--- config.mk ---
export PLATFORM = sky130hd
export DESIGN_NAME = vom_queue
export DESIGN_NICKNAME = d
export VERILOG_FILES = /design/src/rtl/core/voxel_occupancy_marker_assert.svh /design/src/rtl/core/vom_pkg.sv /design/src/rtl/core/vom_queue.sv
export SDC_FILE = /design/constraint.sdc
export NUM_CORES = 1
export LEC_CHECK = 0
export ABC_AREA = 1
export BUFFER_PORTS_ARGS = -buffer_cell sky130_fd_sc_hd__buf_2
export CORE_MARGIN = 2
export CORE_UTILIZATION = 30
export DETAILED_ROUTE_END_ITERATION = 10
export PLACE_DENSITY_LB_ADDON = 0.08
export SLEW_MARGIN = 0
export SYNTH_ARGS = -nofsm -noshare
export SYNTH_HDL_FRONTEND = slang
export SYNTH_SLANG_ARGS = --single-unit
--- constraint.sdc ---
create_clock -name clk -period 7.3 [get_ports clk]
set_input_delay 1.46 -clock clk [delete_from_list [all_inputs] [get_ports clk]]
set_output_delay 1.46 -clock clk [all_outputs]
set_load 0.05 [all_outputs]
--- src/rtl/core/voxel_occupancy_marker_assert.svh ---
// Assertion macros for the voxel occupancy marker
`ifndef VOXEL_OCCUPANCY_MARKER_ASSERT_SVH
`define VOXEL_OCCUPANCY_MARKER_ASSERT_SVH

// Same-cycle implication, disabled in reset
`define VOM_ASSERT_IMPL(label, ante, cons, msg) \
    label: assert property (@(posedge clk) disable iff (!rst_n) (ante) |-> (cons)) \
        else $error(msg);

// Next-cycle implication, disabled in reset
`define VOM_ASSERT_NEXT(label, ante, cons, msg) \
    label: assert property (@(posedge clk) disable iff (!rst_n) (ante) |=> (cons)) \
        else $error(msg);

`endif

--- src/rtl/core/vom_pkg.sv ---
package vom_pkg;

    // Command codes
    localparam logic [1:0] CMD_ADD   = 2'd0;
    localparam logic [1:0] CMD_QUERY = 2'd1;
    localparam logic [1:0] CMD_CLEAR = 2'd2;

    // Fixed arithmetic widths
    localparam int CW      = 14;  // signed cell coordinate
    localparam int DW      = 33;  // offset times normal
    localparam int VW      = 35;  // coordinate in Q.30
    localparam int PW      = 44;  // scaled coordinate
    localparam int FRAC    = 30;
    localparam int NW      = 22;  // cell number and occupied total
    localparam int QDEPTH  = 2;

    typedef struct packed {
        logic [1:0]         cmd;
        logic [15:0]        point_x;
        logic [15:0]        point_y;
        logic [15:0]        point_z;
        logic signed [15:0] normal_x;
        logic signed [15:0] normal_y;
        logic signed [15:0] normal_z;
        logic [6:0]         query_i;
        logic [6:0]         query_j;
        logic [6:0]         query_k;
    } item_t;

    typedef struct packed {
        logic [NW-1:0] cell_number;
        logic [NW-1:0] occupied_total;
        logic          out_of_range;
    } result_t;

    typedef logic signed [CW-1:0] coord_t;
    typedef coord_t [2:0] vec_t;

    // One classified command handed from front to back
    typedef struct packed {
        logic [1:0]   cmd;
        vec_t [2:0]   corner;
        logic [6:0]   query_i;
        logic [6:0]   query_j;
        logic [6:0]   query_k;
    } job_t;

    typedef struct packed {
        logic clearing;
    } back_status_t;

endpackage

--- src/rtl/core/vom_queue.sv ---
module vom_queue (
    input  logic          clk,
    input  logic          rst_n,
    input  logic          push,
    input  vom_pkg::job_t push_job,
    input  logic          pop,
    output vom_pkg::job_t head,
    output logic          full,
    output logic          empty
);
    import vom_pkg::*;

    localparam int PTRW = $clog2(QDEPTH);

    job_t            entry_reg [QDEPTH];
    logic [PTRW-1:0] wr_reg, rd_reg;
    logic [PTRW:0]   fill_reg;

    assign head  = entry_reg[rd_reg];
    assign full  = (fill_reg == (PTRW + 1)'(QDEPTH));
    assign empty = (fill_reg == '0);

    // Advance pointers and fill level
    always_ff @(posedge clk or negedge rst_n)
    begin
        if (!rst_n)
        begin
            wr_reg   <= '0;
            rd_reg   <= '0;
            fill_reg <= '0;
        end
        else
        begin
            if (push)
            begin
                wr_reg <= wr_reg + 1'b1;
            end
            if (pop)
            begin
                rd_reg <= rd_reg + 1'b1;
            end
            fill_reg <= fill_reg + (PTRW + 1)'(push) - (PTRW + 1)'(pop);
        end
    end

    // Store pushed words
    always_ff @(posedge clk)
    begin
        if (push)
        begin
            entry_reg[wr_reg] <= push_job;
        end
    end

endmodule

==> reports/qor.txt, run 1 <==
Row count = 70
Die height = 198 microns
Hold Crit Class = reg2reg
Setup repair bufs after CTS = 0
Overall Global Routing Usage = 12.7%
FILL cells = 3561
Cts repair resizes = 0
WP buf/inv = 2
Reg-to-reg slack, setup = 4770 ps
Area contributors post-synth = edfxtp_1, o21ai_0, inv_1, nand2_1, o21ai_1
RR Endpoint = entry_reg[1][19]
Die area = 39100 sq um
Via Count = 6641
Worst Path Arrival = 3040 ps
Routed Antenna Nets = 0
Vias in the first global route = 6469
CTS Sinks = 302
Clock latency on the worst-skew pair = 520 ps
Setup CP Type = reg2out
WP data required = 5840 ps
Fin crit share = 61.7%
Number of H-tree branching levels = 2
FF-to-FF Start = wr_reg
Syn_area_per_cell = 14.0 sq um
Fmax = 222 MHz
Layout cell share with drive strength beyond 1 = 30.9%
Clock buffer depth = 3
Slowest stage delay, CP = 950 ps
Unique masters post-synth = 14
Reg2Reg Depth = 3
Crit path from = rd_reg
Relative slew slack = 32.6%
Initial core utilization = 30.6%
CTS tree = built
Hold_ws = 546 ps
Cells after Synth = 803
Root buffer cell = clkbuf_16
Final setup TNS = 0 ps
Sequential fraction of the synthesis area = 80.4%
Startpoint types = flip-flop
Worst path cell trace = buf_4 -> o21ai_0 -> buf_2
Placer Congestion = 0.713
Fin. max-slew vios = 0
Seq cells post-synth = 302
Hold Vio Cnt, Final = 0
TritonRoute pass-1 iters = 4
Avg Vias per Cell = 4.12
Detailed-route DRC error count = 0
PwrDens = 481 nW/um^2
Tmin final = 4500 ps
Core ar. = 36800 sq um
RSZ-0062 raised after global routing = no
Worst-path clk slew = 60 ps
Post-layout net count = 1271
Register area = 9050 sq um
Nature of the critical path endpoint = output port
Post-synth design cell area = 11200 sq um
Total Wirelength = 24.9 mm
Largest net degree at the start of global routing = 110
Crit Path Max Fanout = 109
Layout Skew = 9.63 ps
Iter 0 DRT Violations = 264
Peak VDD IR = 0.284 mV
Max-Cap Viols = 0
GRT overflow = 0
Hold Startpoint = wr_reg
# setup viols final = 0
Slew @ Worst Pin = 1010 ps
Delay-heaviest family, CP = buffers and inverters
Worst slack at placement = 3270 ps
Yosys warns = 0
TritonCTS Buffers = 35
Number of flip-flops in the largest register = 298
Hold Crit Depth = 1
Area growth from synthesis to layout = 26.5%
Ports = 304
Yosys top cell by area = edfxtp_1
Leak = 6.00 nW
Final Worst Setup Slack = 2800 ps
WL/cell = 15.5 microns
Post-CTS Hold Fix Bufs = 0
Slowest-stage cell, CP = dfrtp_4
PortBufs = 303
Antenna violations before repair = 7
Die Wd = 198 microns
Area fraction of the dominant cell type after synthesis = 79.6%
Synthesized net count = 958
First-pass GRT wire length = 37.2 mm
WHS Endpoint = wr_reg
Status = finished, final reports clean
Area of the multi-input gates = 1390 sq um
Post-DP HPWL = 16.1 mm
==> how the worst max path moves through the flow <==
stage	to	slack [ps]	cells after the start
2_1_floorplan	entry_reg[0][0]	1510	2
3_3_place_gp	head[52]	3290	4
3_5_place_dp	head[52]	3270	4
4_1_cts	head[52]	2680	4
5_1_grt	head[39]	2480	4
6_report	head[39]	2800	3
==> cells in the final DEF (no fill, tap or decap), types with 3 or more instances in the layout <==
master and n:
buf_2 303, buf_4 5, clkbuf_1 14, clkbuf_16 37
clkinv_1 6, dfrtp_1 3, diode_2 3, edfxtp_1 298
inv_1 155, nand2_1 155, o21ai_0 119, o21ai_1 30
==> cells in the mapped netlist <==
| cell | instances |
|---|---|
| edfxtp_1 | 298 |
| inv_1 | 156 |
| nand2_1 | 155 |
| o21ai_0 | 119 |
| o21ai_1 | 30 |
| clkbuf_1 | 14 |
| buf_6 | 12 |
| buf_2 | 5 |
| dfrtp_1 | 4 |
| nor2_1 | 3 |
| buf_4 | 2 |
| ha_1 | 2 |
| xor2_1 | 2 |
| nand3_1 | 1 |
==> layer usage <==
metal / wire length (microns) / global-route usage [%] / part of all wire, % / vias up
li1: - / - / - / 3337
met1: 10600 / 15.5 / 43 / 3050
met2: 11200 / 19.5 / 45 / 200
met3: 2350 / 5.58 / 9.4 / 46
met4: 633 / 5.32 / 2.5 / 8
met5: 54 / 0 / 0.22 / -
==> power by group <==
part	leakage (nW)	switching, W	internal [W]	total [W]
clock network	0.493	0.000644	0.000935	0.00158
logic	2.66	0.00233	0.000505	0.00284
registers	2.84	0.000130	0.00230	0.00243
total	6.00	0.00311	0.00374	0.00685
==> per-stage QoR <==
stage	util (%)	power [W]	area, sq um	instances
final	38.7	0.00685	14200	1610
after global routing	38.7	0.00723	14200	1608
after CTS	38.7	0.00698	14200	1607
after detailed placement	35.9	0.00537	13200	1547
after global placement	35.9	0.00536	13200	1547
after floorplan	-	0.00469	11300	803
==> cell families after synthesis <==
| family | after synthesis | synth area share, % |
|---|---|---|
| flops | 302 | 80.4 |
| buf+inv | 189 | 7.23 |
| simple gates | 159 | 5.32 |
| compound gates | 149 | 6.63 |
| xor+xnor | 2 | 0.156 |
| fa+ha+maj | 2 | 0.222 |
==> area by class of cell <==
cell class	count	area share, %
Antenna cell	3	0.0528
Clock buffer	52	6.97
Multi-Input combinational cell	312	9.79
Timing Repair Buffer	309	11.1
Sequential cell	302	63.6
Inverter	156	4.15
Tap cell	468	4.11
Clock inverter	8	0.246
Power figures use the tool's default switching activity.
==> inputs of run 2 (changes only) <==
==> constraint.sdc (replaced) <==
create_clock -name clk -period 3.7 [get_ports clk]
set_input_delay 0.74 -clock clk [delete_from_list [all_inputs] [get_ports clk]]
set_output_delay 0.74 -clock clk [all_outputs]
set_load 0.05 [all_outputs]
==> run 2 against run 1 <==
Effect of this change:
- design area increased by 0.55%
- combinational power increased by 100%
- clock-buffer cell count decreased by 7
- cell count about the same
- sequential power increased by 96%
- core utilization increased by 0.21 points
- via count increased by 0.17%
- clock power increased by 94%
- register-to-register slack got worse by 2600 ps
- flip-flop and latch count unchanged
- critical path type unchanged
- critical endpoint is now head[31]
==> reports/qor.txt, run 2 (synthesized netlist as in run 1, its figures left out) <==
Hold Vio Cnt, Final = 0
Post-layout net count = 1275
Row count = 70
Net Sw Frac = 45.2%
First-pass GRT wire length = 36.8 mm
Fmax = 339 MHz
Antenna violations before repair = 7
Worst-path clk slew = 60 ps
Placed inst area = 13300 sq um
Slew @ Worst Pin = 559 ps
Nature of the critical path endpoint = output port
GRT overflow = 0
Die height = 198 microns
Most frequent cells in the layout = buf_2, edfxtp_1, inv_1, nand2_1, o21ai_0
Layout cell share with drive strength beyond 1 = 31.4%
CTS Sinks = 302
Total Wirelength = 24.5 mm
TritonRoute pass-1 iters = 4
Vias in the first global route = 6363
Clock buffer depth = 3
Relative slew slack = 62.7%
Reg2Reg Depth = 2
Iter 0 DRT Violations = 266
RR Endpoint = entry_reg[0][56]
Clock latency on the worst-skew pair = 500 ps
Avg Vias per Cell = 4.13
Final setup TNS = 0 ps
Number of H-tree branching levels = 2
WP data required = 2960 ps
Setup repair bufs after CTS = 0
FF-to-FF Start = wr_reg
WL/cell = 15.2 microns
Root buffer cell = clkbuf_16
Reg-to-reg slack, setup = 2200 ps
Fin crit share = 79.8%
Final Instance Area = 14300 sq um
Cts repair resizes = 0
Number of flip-flops in the largest register = 298
Tmin final = 2950 ps
Crit Path Max Fanout = 68
Core ar. = 36800 sq um
Combinational share of power = 42.3%
Max-Cap Viols = 0
PortBufs = 303
Status = finished, final reports clean
RSZ-0062 raised after global routing = no
Startpoint types = flip-flop
Largest net degree at the start of global routing = 87
Most common cell after layout, fill and taps aside = buf_2
Clk pwr share = 22.6%
Detailed-route DRC error count = 0
P_sw = 0.00611 W
Setup CP Type = reg2out
Layout Skew = 14.3 ps
PwrDens = 946 nW/um^2
Overall Global Routing Usage = 12.4%
Crit path from = rd_reg
Initial core utilization = 30.6%
Total Power = 0.0135 W
Hold Crit Class = in2async
# setup viols final = 0
Ports = 304
Placer Congestion = 0.717
Die Wd = 198 microns
Fin. max-slew vios = 0
Seq pwr share = 35.1%
Internal = 0.00742 W
Worst Path Arrival = 2210 ps
Worst setup endpoint = head[31]
Routed Antenna Nets = 0
TritonCTS Buffers = 36
CTS tree = built
Leak = 6.03 nW
Post-DP HPWL = 16.2 mm
Die area = 39100 sq um
Post-CTS Hold Fix Bufs = 0
Peak VDD IR = 0.642 mV
Area growth from synthesis to layout = 27.2%
Via Count = 6652
[run 2: routing by layer]
| metal | track usage [%] | share of wire [%] |
|---|---|---|
| met2 | 18.8 | 43 |
| met4 | 3.56 | 2.0 |
| met5 | 0 | 0.22 |
| met1 | 16.0 | 44 |
| met3 | 5.48 | 9.9 |
[run 2: final cells by class]
class | count | area (sq um)
clock inverter | 11 | 52.6
sequential | 302 | 9050
timing repair buffer | 312 | 1670
antenna | 3 | 7.51
multi-input combinational | 312 | 1390
inverter | 156 | 589
tap | 468 | 586
fill | 3557 | 22500
clock buffer | 45 | 956
[run 2: worst min path at each step]
stage / startpoint / end / depth (start not counted)
3_5_place_dp: wr_reg / wr_reg / 1
3_3_place_gp: wr_reg / wr_reg / 1
4_1_cts: rst_n / fill_reg[0] / 1
2_1_floorplan: rst_n / fill_reg[0] / 0
5_1_grt: rst_n / fill_reg[0] / 1
6_report: rst_n / fill_reg[0] / 1
[run 2: power by group through the flow]
stage               logic (W)  registers, W  clock network, W
floorplan             0.00445       0.00477                 0
CTS                   0.00584       0.00476           0.00318
global route          0.00612       0.00482           0.00333
detailed placement    0.00583       0.00483                 0
finish                0.00572       0.00476           0.00306
global placement      0.00583       0.00483                 0
[run 2: through the flow]
stage                     util, %  std cells  hold WS, ps  setup slack [ps]
final                        38.9       1609         36.7               748
after global routing         38.9       1607         10.4               569
after CTS                    38.9       1606         6.38               681
after detailed placement     36.1       1550          542              1240
after global placement       36.1       1550          538              1230
after floorplan                 -        803          444               275
[run 2: critical path, cell delays in order (launching register included)]
cell and delay, ps:
dfrtp_4 780, buf_12 310, nand2_1 80, o21ai_1 150
buf_2 330
==> inputs of run 3 (changes only) <==
--- a/config.mk
+++ b/config.mk
@@ -5,7 +5,7 @@
 export SDC_FILE = /design/constraint.sdc
 export NUM_CORES = 1
 export LEC_CHECK = 0
-export ABC_AREA = 1
+export ABC_AREA = 0
 export BUFFER_PORTS_ARGS = -buffer_cell sky130_fd_sc_hd__buf_2
 export CORE_MARGIN = 2
 export CORE_UTILIZATION = 30
==> constraint.sdc (replaced) <==
create_clock -name clk -period 2.8 [get_ports clk]
set_input_delay 0.56 -clock clk [delete_from_list [all_inputs] [get_ports clk]]
set_output_delay 0.56 -clock clk [all_outputs]
set_load 0.05 [all_outputs]
==> run 3 against run 2 <==
Effect of this change:
- sequential share of layout area decreased by 1.6 points
- power increased by 33%
- clock skew increased by 4.1 ps
- clock-buffer cell count increased by 2
- global-route usage decreased by 0.39 points
==> reports/qor.txt, run 3 <==
Cells after Synth = 479
Delay-heaviest family, CP = flip-flops
Die area = 39400 sq um
Seq cells post-synth = 302
Area of the multi-input gates = 2150 sq um
Layout Skew = 18.4 ps
Syn_area_per_cell = 23.7 sq um
Fmax = 376 MHz
CTS Sinks = 302
Post-synth design cell area = 11400 sq um
Most common cell in the netlist = edfxtp_1
TritonRoute pass-1 iters = 4
Largest net degree at the start of global routing = 94
RR Endpoint = entry_reg[0][80]
FILL cells = 3501
Number of H-tree branching levels = 2
Detailed-route DRC error count = 0
Fin crit share = 94.9%
PortBufs = 303
Clock latency on the worst-skew pair = 510 ps
Setup CP Type = reg2out
RSZ-0062 raised after global routing = no
Slew @ Worst Pin = 599 ps
Register area = 9050 sq um
Peak VDD IR = 0.913 mV
Total Wirelength = 24.4 mm
Yosys top cell by area = edfxtp_1
Cts repair resizes = 0
Synth async-reset ratio = 1.32%
Most common cell after layout, fill and taps aside = buf_2
Iter 0 DRT Violations = 218
GRT overflow = 0
Startpoint types = flip-flop
Die Wd = 199 microns
CTS tree = built
Area growth from synthesis to layout = 29.2%
Post-layout net count = 970
Post-synth top flop = edfxtp_1
Hold Vio Cnt, Final = 0
Reg-to-reg slack, setup = 1260 ps
Antenna violations before repair = 9
Yosys warns = 0
Leak = 5.75 nW
WP data required = 2240 ps
Number of synthesized flops with an enable pin = 298
Core ar. = 37500 sq um
Post-CTS Hold Fix Bufs = 1
Setup repair bufs after CTS = 0
Sequential fraction of the synthesis area = 79.6%
Overall Global Routing Usage = 12.0%
Slowest stage delay, CP = 700 ps
Status = finished, final reports clean
Post-DP HPWL = 16.5 mm
Area contributors post-synth = edfxtp_1, mux2_4, mux2_2, buf_6, dfrtp_1
PwrDens = 1230 nW/um^2
Most frequent cells in the layout = buf_2, edfxtp_1, mux2_4
Slowest-stage cell, CP = dfrtp_4
Hold Crit Class = in2reg
Vias in the first global route = 6107
TritonCTS Buffers = 36
Layout cell share with drive strength beyond 1 = 61.2%
Via Count = 5638
WL/cell = 18.1 microns
Worst path cell trace = buf_4 -> mux2_2 -> buf_2
Synthesized net count = 634
Fin. max-slew vios = 0
Nature of the critical path endpoint = output port
Tmin final = 2660 ps
Die height = 199 microns
Reg2Reg Depth = 2
WP buf/inv = 2
Unique masters post-synth = 14
FF-to-FF Start = wr_reg
Relative slew slack = 60.0%
Initial core utilization = 30.3%
Number of flip-flops in the largest register = 298
Max-Cap Viols = 0
Avg Vias per Cell = 4.18
Area fraction of the dominant cell type after synthesis = 78.8%
Worst-path clk slew = 50 ps
Crit Path Max Fanout = 21
Final Worst Setup Slack = 142 ps
Top cells by count, synth = edfxtp_1, mux2_4, mux2_2, buf_6, buf_2
WHS Endpoint = entry_reg[0][143]
Root buffer cell = clkbuf_16
Ports = 304
Hold Startpoint = push_job[143]
Worst slack at placement = 630 ps
# setup viols final = 0
Total Power = 0.0180 W
First-pass GRT wire length = 35.4 mm
Clock buffer depth = 3
Row count = 71
Routed Antenna Nets = 0
Hold Crit Depth = 1
Worst Path Arrival = 2100 ps
Placer Congestion = 0.744
==> run 3: cell count changes after synthesis, moves of 2 or more <==
cell,delta
buf_4,-2
inv_1,-154
o21ai_1,-30
nand2_1,-155
mux2_4,+100
nor2_1,-2
nor2b_1,+2
o21ai_0,-119
mux2_2,+49
clkbuf_1,-14
==> run 3: how the worst max path moves through the flow <==
stage	start	end	slack (ps)	cells after the start
after floorplan	push	entry_reg[0][0]	-430	1
after global placement	rd_reg	head[22]	640	3
after detailed placement	rd_reg	head[21]	630	3
after CTS	rd_reg	head[21]	60	3
after global routing	rd_reg	head[28]	4	3
final	rd_reg	head[10]	140	3
==> run 3: cells by family after synthesis <==
family / count (synthesis) / share of synthesized area [%]
flip-flops: 302 / 79.6
AND/OR/NAND/NOR: 4 / 0.198
XOR/XNOR: 3 / 0.363
adder cells (fa/ha/maj): 2 / 0.220
multiplexers: 149 / 18.1
buffers and inverters: 19 / 1.51
==> run 3: where the power goes <==
part | internal [W] | total [W] | switching, W | leakage, nW
sequential | 0.00601 | 0.00630 | 0.000291 | 2.84
clock | 0.00269 | 0.00435 | 0.00166 | 0.540
combinational | 0.00229 | 0.00738 | 0.00509 | 2.37
==> run 3: final cells by class <==
class                   count  share of cell area, %
flip-flops and latches    302                   61.7
multi-input cells         158                   14.7
repair buffers            315                   11.7
clock buffers              47                   6.56
well taps                 511                   4.35
clock inverters            12                  0.946
inverters                   2                 0.0511
diodes                      3                 0.0511
==> run 3: worst register-to-register path, cell delays in order, from the launching register on <==
cell	delay [ps]
dfrtp_1	420
nor2b_4	190
buf_12	430
==> run 3: metal layers <==
metal  GRT usage [%]  vias up  routed length [microns]
met2            19.3      215                    11400
met4            4.04       14                      602
li1                -     2590                        -
met5               0        -                       87
met1            14.2     2758                     9730
met3            5.53       61                     2560
==> run 3: stage by stage <==
step	cells	hold slack [ps]	area [sq um]	util, %	TNS (ps)
2_1_floorplan	479	264	11400	-	-71190
3_3_place_gp	1287	371	13600	36.2	0
3_5_place_dp	1287	372	13600	36.2	0
4_1_cts	1347	197	14700	39.1	0
5_1_grt	1347	204	14700	39.1	0
6_report	1350	232	14700	39.2	0
